File: config.mk
export PLATFORM = sky130hd
export DESIGN_NAME = rgb_fade_contrast_shade
export DESIGN_NICKNAME = d
export VERILOG_FILES = /design/src/design/rfcs_pkg.sv /design/src/design/rgb_fade_contrast_shade.sv
export VERILOG_INCLUDE_DIRS = /design/src /design/src/design
export SDC_FILE = /design/constraint.sdc
export NUM_CORES = 2
export LEC_CHECK = 0
export BUFFER_PORTS_ARGS = -buffer_cell sky130_fd_sc_hd__buf_2
export CORE_MARGIN = 4
export CORE_UTILIZATION = 43
export DETAILED_ROUTE_END_ITERATION = 8
export SYNTH_ARGS = -nofsm -noshare
export SYNTH_HDL_FRONTEND = slang
export SYNTH_SLANG_ARGS = --single-unit
export TNS_END_PERCENT = 5
File: constraint.sdc
create_clock -name clk -period 7.6 [get_ports clk]
set_input_delay 1.9 -clock clk [delete_from_list [all_inputs] [get_ports clk]]
set_output_delay 1.9 -clock clk [all_outputs]
set_load 0.02 [all_outputs]
File: src/design/rgb_fade_contrast_shade_assert.svh
// ----------------------------------------------------------------------------
// rgb_fade_contrast_shade assertion macros
// Clocked on clk, quiet while arst_n is low.
// ----------------------------------------------------------------------------
`ifndef RGB_FADE_CONTRAST_SHADE_ASSERT_SVH
`define RGB_FADE_CONTRAST_SHADE_ASSERT_SVH

// hold cons in the same cycle as ante
`define RFCS_ASSERT_IMPL(lbl, ante, cons) \
	lbl: assert property (@(posedge clk) disable iff (!arst_n) (ante) |-> (cons)) \
		else $error("rfcs: check failed");

// hold cons after ante, delayed by n
`define RFCS_ASSERT_LATENCY(lbl, ante, n, cons) \
	lbl: assert property (@(posedge clk) disable iff (!arst_n) (ante) |-> ##n (cons)) \
		else $error("rfcs: latency check failed");

`endif

File: src/design/rfcs_pkg.sv
// ----------------------------------------------------------------------------
// rfcs_pkg
// Types, constants and arithmetic helpers of the fade-and-shade pipeline.
// ----------------------------------------------------------------------------
`timescale 1ns / 1ps
`default_nettype none

package rfcs_pkg;

	localparam int unsigned FADE_FRAC_BITS = 8;
	localparam int unsigned CHAN_W         = 8;
	localparam int unsigned FADE_W         = 9;
	localparam int unsigned PIX_W          = 3 * CHAN_W;
	localparam logic [CHAN_W-1:0] CHAN_MAX = '1;

	// integer square root of fade * ONE
	localparam int unsigned SQ_IN_W   = FADE_W + FADE_FRAC_BITS;
	localparam int unsigned SQ_K      = (SQ_IN_W + 1) / 2;
	localparam int unsigned SQ_V_W    = 2 * SQ_K;
	localparam int unsigned SQ_R_W    = SQ_K + 2;
	localparam int unsigned SQ_STAGES = 3;
	localparam int unsigned SQ_IPS    = (SQ_K + SQ_STAGES - 1) / SQ_STAGES;

	// channel compare and subtract width
	localparam int unsigned CMP_W = ((CHAN_W + FADE_FRAC_BITS > FADE_W + CHAN_W) ?
		CHAN_W + FADE_FRAC_BITS : FADE_W + CHAN_W) + 1;

	// channel times root
	localparam int unsigned PROD_W = CHAN_W + SQ_K;

	// floor(x*85/100) as floor(x * 85 * 5243 / 2^19), exact for x <= 255
	localparam int unsigned SCALE_MUL    = 85 * 5243;
	localparam int unsigned SCALE_SHIFT  = 19;
	localparam int unsigned SCALE_PROD_W = 27;
	localparam logic [CHAN_W-1:0] SHADE_MAX = CHAN_W'(255 * 85 / 100);

	typedef logic [2:0][CHAN_W-1:0] chan3_t;

	typedef struct packed {
		logic [SQ_V_W-1:0] v;
		logic [SQ_R_W-1:0] r;
		logic [SQ_K-1:0]   q;
	} sq_t;

	typedef struct packed {
		logic              sel;
		logic [CHAN_W-1:0] val;
	} prep_t;

	function automatic sq_t sq_init(logic [FADE_W-1:0] f);
		sq_t b;
		b.v = SQ_V_W'({f, {FADE_FRAC_BITS{1'b0}}});
		b.r = '0;
		b.q = '0;
		return b;
	endfunction

	function automatic sq_t sq_step(sq_t a);
		logic [SQ_R_W+1:0] wide;
		logic [SQ_R_W+1:0] trial;
		sq_t b;
		wide  = {a.r, a.v[SQ_V_W-1 -: 2]};
		trial = (SQ_R_W + 2)'({a.q, 2'b01});
		b.v   = a.v << 2;
		if (wide >= trial) begin
			b.r = SQ_R_W'(wide - trial);
			b.q = {a.q[SQ_K-2:0], 1'b1};
		end else begin
			b.r = SQ_R_W'(wide);
			b.q = {a.q[SQ_K-2:0], 1'b0};
		end
		return b;
	endfunction

	function automatic sq_t sq_run(sq_t a, int unsigned base);
		sq_t b;
		b = a;
		for (int unsigned j = 0; j < SQ_IPS; j++) begin
			if (base + j < SQ_K) begin
				b = sq_step(b);
			end
		end
		return b;
	endfunction

	function automatic prep_t chan_prep(logic [CHAN_W-1:0] c, logic [FADE_W-1:0] f);
		logic [CMP_W-1:0] lhs;
		logic [CMP_W-1:0] f_max;
		logic [CMP_W-1:0] f_rest;
		logic [CMP_W-1:0] diff;
		prep_t p;
		lhs    = CMP_W'(c) << FADE_FRAC_BITS;
		f_max  = CMP_W'(f) * CMP_W'(CHAN_MAX);
		f_rest = CMP_W'(f) * CMP_W'(CHAN_MAX - c);
		diff   = lhs - f_rest;
		p.sel  = (lhs > f_max);
		p.val  = CHAN_W'(diff >> FADE_FRAC_BITS);
		return p;
	endfunction

	function automatic logic [CHAN_W-1:0] root_shade(logic [CHAN_W-1:0] c, logic [SQ_K-1:0] q);
		logic [PROD_W-1:0] p;
		logic [PROD_W-1:0] x;
		p = PROD_W'(c) * PROD_W'(q);
		x = p >> FADE_FRAC_BITS;
		return (x > PROD_W'(CHAN_MAX)) ? CHAN_MAX : CHAN_W'(x);
	endfunction

	function automatic logic [CHAN_W-1:0] scale85(logic [CHAN_W-1:0] x);
		logic [SCALE_PROD_W-1:0] y;
		y = SCALE_PROD_W'(x) * SCALE_PROD_W'(SCALE_MUL);
		return CHAN_W'(y >> SCALE_SHIFT);
	endfunction

endpackage

`default_nettype wire

File: src/design/rgb_fade_contrast_shade.sv
// ----------------------------------------------------------------------------
// rgb_fade_contrast_shade
// Contrast-preserving fade of one 24-bit RGB pixel, then 0.85 shade.
// ----------------------------------------------------------------------------
// A pixel is taken at every clock edge where start is high; busy is tied
// low, so one pixel per clock is sustained without gaps. Each result shows
// on shaded_rgb with done high for exactly one cycle, in input order. The
// pipeline has three stages that share out the bit-by-bit square root of
// the fade factor, plus one stage for channel preparation, one for the root
// product and one for the shade.
// The receiver cannot hold results off: take each beat when done is high.
// ----------------------------------------------------------------------------
`timescale 1ns / 1ps
`default_nettype none

module rgb_fade_contrast_shade (
	input  wire logic                          clk,
	input  wire logic                          arst_n,
	input  wire logic                          start,
	output logic                               busy,
	input  wire logic [rfcs_pkg::PIX_W-1:0]    pixel_rgb,
	input  wire logic [rfcs_pkg::FADE_W-1:0]   fade_q8,
	output logic                               done,
	output logic [rfcs_pkg::PIX_W-1:0]         shaded_rgb
);

	import rfcs_pkg::*;

	logic vld_s1, vld_s2, vld_s3, vld_s4, vld_s5, vld_s6;

	chan3_t            chan_s1, chan_s2, chan_s3, chan_s4;
	chan3_t            sub_s1, sub_s2, sub_s3, sub_s4;
	logic [2:0]        sel_s1, sel_s2, sel_s3, sel_s4;
	sq_t               sq_s1, sq_s2, sq_s3, sq_s4;
	logic [FADE_W-1:0] f_s1, f_s2, f_s3, f_s4;
	chan3_t            x_s5;
	chan3_t            rgb_s6;

	assign busy = 1'b0;

	// valid chain
	always_ff @(posedge clk or negedge arst_n) begin
		if (!arst_n) begin
			vld_s1 <= 1'b0;
			vld_s2 <= 1'b0;
			vld_s3 <= 1'b0;
			vld_s4 <= 1'b0;
			vld_s5 <= 1'b0;
			vld_s6 <= 1'b0;
		end else begin
			vld_s1 <= start && !busy;
			vld_s2 <= vld_s1;
			vld_s3 <= vld_s2;
			vld_s4 <= vld_s3;
			vld_s5 <= vld_s4;
			vld_s6 <= vld_s5;
		end
	end

	// payload
	always_ff @(posedge clk) begin
		prep_t p;
		chan_s1 <= pixel_rgb;
		f_s1    <= fade_q8;
		sq_s1   <= sq_init(fade_q8);
		for (int i = 0; i < 3; i++) begin
			p          = chan_prep(pixel_rgb[i*CHAN_W +: CHAN_W], fade_q8);
			sel_s1[i] <= p.sel;
			sub_s1[i] <= p.val;
		end

		chan_s2 <= chan_s1;
		sub_s2  <= sub_s1;
		sel_s2  <= sel_s1;
		f_s2    <= f_s1;
		sq_s2   <= sq_run(sq_s1, 0);

		chan_s3 <= chan_s2;
		sub_s3  <= sub_s2;
		sel_s3  <= sel_s2;
		f_s3    <= f_s2;
		sq_s3   <= sq_run(sq_s2, SQ_IPS);

		chan_s4 <= chan_s3;
		sub_s4  <= sub_s3;
		sel_s4  <= sel_s3;
		f_s4    <= f_s3;
		sq_s4   <= sq_run(sq_s3, 2 * SQ_IPS);

		for (int i = 0; i < 3; i++) begin
			x_s5[i]   <= sel_s4[i] ? sub_s4[i] : root_shade(chan_s4[i], sq_s4.q);
			rgb_s6[i] <= scale85(x_s5[i]);
		end
	end

	assign done       = vld_s6;
	assign shaded_rgb = rgb_s6;

	// root bounds: q*q <= f*ONE < (q+1)*(q+1)
	logic [SQ_K:0]       root_up;
	logic [2*SQ_K+1:0]   rad, root_lo, root_hi;

	assign root_up = (SQ_K + 1)'(sq_s4.q) + (SQ_K + 1)'(1);
	assign rad     = (2 * SQ_K + 2)'(f_s4) << FADE_FRAC_BITS;
	assign root_lo = (2 * SQ_K + 2)'(sq_s4.q) * (2 * SQ_K + 2)'(sq_s4.q);
	assign root_hi = (2 * SQ_K + 2)'(root_up) * (2 * SQ_K + 2)'(root_up);

`include "rgb_fade_contrast_shade_assert.svh"

	`RFCS_ASSERT_LATENCY(a_beat_latency, vld_s1, 5, done)
	`RFCS_ASSERT_IMPL(a_root_bounds, vld_s4, (root_lo <= rad) && (root_hi > rad))
	`RFCS_ASSERT_IMPL(a_sub_not_above_chan, vld_s1 && sel_s1[2], sub_s1[2] <= chan_s1[2])
	`RFCS_ASSERT_IMPL(a_shade_ceiling, done, (rgb_s6[2] <= SHADE_MAX) && (rgb_s6[1] <= SHADE_MAX) && (rgb_s6[0] <= SHADE_MAX))

endmodule

`default_nettype wire

=== Yosys cells after proc, flatten, opt, wreduce, memory -nomap -nowiden ===
Index checks and enable logic that the tools add are counted.

* Add/sub/neg operators: 14
* $mul: 10
* $lt $le $gt $ge: 15
* Multiplexer cells: 15

{| class="wikitable"
|+ Operator list
! cell !! count
|-
| $mux 20 || 8
|-
| $ge 13x11->1 || 8
|-
| $mul 8x19->27 const B || 3
|-
| $sub 11x11->11 || 7
|-
| $gt 16x17->1 || 3
|-
| $mul 8x9->17 || 3
|-
| $mul 10x9->16 || 3
|-
| $mux 8 || 6
|-
| $sub 16x16->16 || 3
|-
| $gt 9x8->1 const B || 3
|-
| $sub 8x8->9 const A || 3
|-
| $mul 9x8->17 const B || 1
|-
| $sub 1x1->2 const B || 1
|-
| $ge 1x1->1 const B || 1
|-
| $mux 1 || 1
|}

* Register bits: 320
* Output and inout bits: 26

=== Longest topological paths before layout ===
* Depth after elaboration: 6
* Gate-level depth with buffers: 30
* Mapped depth without buffers: 29

=== Worst setup path after synthesis ===
OpenSTA, ideal clock, no wires.

* Path kind: in2reg
* From: input port fade_q8[3] in the netlist's numbering
* To: register sel_s1[0]
* Setup time: 0.119 ns
* Arrival time: 7.280 ns
* Data required time: 7.481 ns
* Path slack: 0.201 ns
* Cell stages on the path: 21
* Path buffers: 1
* Path through: clkinv_1 clkbuf_1 fa_1 inv_1 fa_1 fa_1 inv_1 fa_1 inv_1 ha_1 o21ai_0 a21bo_2 a21boi_0 o21ai_0 a21oi_1 o41ai_1 xor2_1 ha_1 inv_1 or4b_2 o221a_2

* Longest elaborated chain between the ends: 2

{| class="wikitable"
|+ Ends and longest elaborated chain
! item !! RTL line !! text
|-
| start: declaration || rgb_fade_contrast_shade.sv:22 || <nowiki>input wire logic [rfcs_pkg::FADE_W-1:0] fade_q8,</nowiki>
|-
| $mul 9x8->17 || rfcs_pkg.sv:93 || <nowiki>f_max = CMP_W'(f) * CMP_W'(CHAN_MAX);</nowiki>
|-
| $gt 16x17->1 || rfcs_pkg.sv:96 || <nowiki>p.sel = (lhs > f_max);</nowiki>
|-
| end signal: indexed assignment || rgb_fade_contrast_shade.sv:68 || <nowiki>sel_s1[i] <= p.sel;</nowiki>
|-
| end: declaration || rgb_fade_contrast_shade.sv:33 || <nowiki>logic [2:0] sel_s1, sel_s2, sel_s3, sel_s4;</nowiki>
|}

No other way between the ends.
A chain may end at the register's enable or synchronous reset.

=== Worst setup path in the final report ===
* From: input port fade_q8[3] in the netlist's numbering
* To: register sel_s1[2]

The elaborated chain is that of the path after synthesis.

==> summary.md <==
| Metric | Value |
|---|---|
| Status | finished, final reports clean |
| GRT Total Usage | 17.0% |
| # nets final | 4388 |
| Vias per inst | 4.81 |
| Critical Path End | sel_s1[2] |
| First-pass GRT wire length | 110000 um |
| Final setup viols | 0 |
| Clock Path Buffers | 3 |
| Top_reg_cell synth | dfxtp_1 |
| Clock sinks | 310 |
| Worst-Skew Late Latency | 0.56 ns |
| Worst Max-Slew Pin Slew | 0.735 ns |
| Ratio of cells with drive above 1 in the final layout | 5.62% |
| Root Buffer | clkbuf_16 |
| Cells after synthesis | 3317 |
| Final ANT Viol Nets | 0 |
| CTS resizes | 0 |
| Synth top area cells | fa_1 (27%), ha_1 (21%), dfxtp_1 (19%) |
| Hold Fails Final Rpt | 0 |
| Final Util | 47.3% |
| Total CTS buffers | 37 |
| Vias in the first global route | 22000 |
| Met1 wire length | 30900 um |
| Die ar. | 78200 sq um |
| Detailed-route DRC error count | 0 |
| Max layer used | met4 |
| Iter 0 DRT Violations | 856 |
| PortBufs | 60 |
| Area added between synthesis and finish | 8.83% |
| WS Path Type | in2reg |
| Yosys cell types | 76 |
| Worst Setup SP | fade_q8[3] |
| Ys async rst share | 1.94% |
| Filler Cells Inserted | 6906 |
| Slew headroom | 50.7% |
| Initial Utilization | 43.4% |
| Critical path arrival | 7.51 ns |
| Routed vias | 21000 |
| Postcts setup bufs | 0 |
| Final Skew | 0.0270 ns |
| Hold Crit Class | reg2reg |
| Min-delay src | chan_s3[8] |
| Antenna cells | 0 |
| Core Area | 73100 sq um |
| WL met3 | 2320 um |
| Final period util | 93.0% |
| Critical Path End Type | flop |
| Register area share after synthesis | 19.6% |
| Antenna violations before repair | 1 |
| Largest net degree at the start of global routing | 28 |
| Cell taking the most area after synthesis | fa_1 |
| Clk pin slew, worst setup/hold paths | 0.08 ns |
| Max Cap Viol | 0 |
| Final wirelength | 63800 um |
| Yosys warnings | 0 |
| Top-area cell type share of the netlist area | 26.9% |
| R2r setup slk | 0.96 ns |
| RSZ-0062 raised after global routing | no |
| RR Endpoint | sq_s3[15] |
| DP Wirelength | 52700 um |
| WL/cell | 14.6 um |
| Row cnt | 99 |
| H-tree level count | 2 |
| Startpoint types | primary input |
| Grt ovf | 0 |
| Crit Path Max Fanout | 4 |
| CTS tree | done |
| Final slew viol count | 0 |
| Post-Syn Area | 31700 sq um |
| R2R Path Start | sq_s2[2] |
| Period minus WS final | 7.07 ns |
| Io pins | 62 |
| RD Place Congestion | 0.846 |
| Met2 WL post-DR | 29500 um |
| Die X-Extent | 280 um |
| Reg2Reg Depth | 24 |
| Hold_buf cts | 0 |
| Post-Syn Nets | 4313 |
| Syn avg cell area | 9.57 sq um |
| Height of the die | 280 um |
| F_max | 141 MHz |
| Yosys reg bits | 310 |
| TritonRoute pass-1 iters | 5 |
| Number of flops mapped to enable cells by yosys | 0 |
| Required @ worst endpoint | 8.04 ns |
logic make-up (layout without fill, tap and decap cells):
| group | Yosys count | after routing | synth area share [%] |
|---|---|---|---|
| AO/OA/AOI/OAI | 319 | 319 | 6.74 |
| XOR/XNOR | 123 | 123 | 3.39 |
| adder cells (fa/ha/maj) | 960 | 960 | 47.9 |
| buffers and inverters | 807 | 909 | 9.56 |
| flip-flops | 310 | 310 | 19.6 |
| multiplexers | 18 | 18 | 0.607 |
| other | 1 | 1 | 0.0118 |
| AND/OR/NAND/NOR | 779 | 779 | 12.1 |
synthesized netlist by cell type (4+ instances only):
library cell,instances
a2111oi_0,5
a211o_1,7
a211oi_1,8
a21boi_0,7
a21o_1,22
a21oi_1,94
a2bb2oi_1,8
a31o_2,5
a31oi_1,13
a41o_1,4
and2_1,177
and3_1,23
buf_1,5
clkbuf_1,52
clkinv_1,6
dfrtp_1,6
dfxtp_1,304
fa_1,427
ha_1,533
inv_1,742
mux2_2,10
mux2i_1,8
nand2_1,165
nand2b_1,27
nand3_1,30
nand3b_1,4
nand4_1,14
nor2_1,222
nor2b_1,33
nor3_1,52
o211ai_1,8
o21a_1,17
o21ai_0,56
o21bai_1,15
o221a_2,4
o31a_1,4
o31ai_1,9
or2_2,9
or3_1,9
xnor2_1,75
xor2_1,48
layer usage:
layer  vias to the layer above  track usage, %
met4                         0            3.50
met5                         -               0
met2                       283            28.3
met3                        64            2.42
met1                     10100            23.9
li1                      10600               -
layout make-up:
cell class | count | area [sq um] | area share (%)
clock buffers | 49 | 1050 | 3.05
clock inverters | 17 | 214 | 0.619
inverters | 748 | 2810 | 8.13
multi-input cells | 2200 | 22500 | 65.1
flip-flops and latches | 310 | 6240 | 18.1
well taps | 959 | 1200 | 3.47
repair buffers | 95 | 563 | 1.63
stage by stage:
stage | hold slack, ns | setup slack (ns) | cells | instance area, sq um | TNS, ns
floorplan | 0.310 | 0.201 | 3317 | 31700 | 0
global placement | 0.310 | 0.0141 | 4312 | 33300 | 0
detailed placement | 0.312 | -0.0153 | 4312 | 33300 | -0.0153
CTS | 0.310 | 0.568 | 4378 | 34500 | 0
global route | 0.318 | 0.139 | 4378 | 34500 | 0
finish | 0.310 | 0.532 | 4378 | 34500 | 0
worst min path at each step:
stage,cells after the start,to
2_1_floorplan,0,chan_s2[0]
3_3_place_gp,0,chan_s4[23]
3_5_place_dp,0,chan_s2[1]
4_1_cts,0,chan_s3[0]
5_1_grt,0,chan_s4[8]
6_report,0,chan_s4[8]
critical path, cell delays in order:
cell and delay, ns:
buf_2 0.12, clkinv_1 0.11, fa_1 0.62, inv_1 0.08, fa_1 0.53, fa_1 0.55, inv_1 0.06, fa_1 0.53
inv_1 0.04, ha_1 0.32, o21ai_0 0.15, a21bo_2 0.20, a21boi_0 0.08, o21ai_0 0.26, nand2b_1 0.11, xnor2_1 0.29
ha_1 0.31, nor2b_1 0.13, o21ai_0 0.14, o211ai_1 0.11, a221o_1 0.32, o31ai_1 0.19, a21boi_0 0.11, o221a_2 0.25
flip-flops by register name, summed over array words and instances (netlist names), 16 cells and up:
name	count
chan_s2	24
sub_s3	24
chan_s1	24
sq_s3	16
chan_s3	24
sub_s2	24
chan_s4	24
sub_s1	24
shaded_rgb	24
sq_s2	18
x_s5	24
sub_s4	24
cells in the final DEF (no fill, tap or decap), types with 9 or more instances in the layout:
cell type / instances
or2_2: 9
nor3_1: 52
nand3_1: 30
buf_4: 35
clkbuf_16: 38
ha_1: 533
nor2_1: 222
nand4_1: 14
o21a_1: 17
a31oi_1: 13
inv_1: 742
a21o_1: 22
nand2b_1: 27
o21ai_0: 56
and2_1: 177
mux2_2: 10
nor2b_1: 33
and3_1: 23
xnor2_1: 75
or3_1: 9
o31ai_1: 9
nand2_1: 165
dfxtp_1: 304
buf_2: 60
a21oi_1: 94
o21bai_1: 15
xor2_1: 48
fa_1: 427
Power is not shown: default switching activity piles up to over one toggle a cycle in this logic, so the estimate is an artifact.
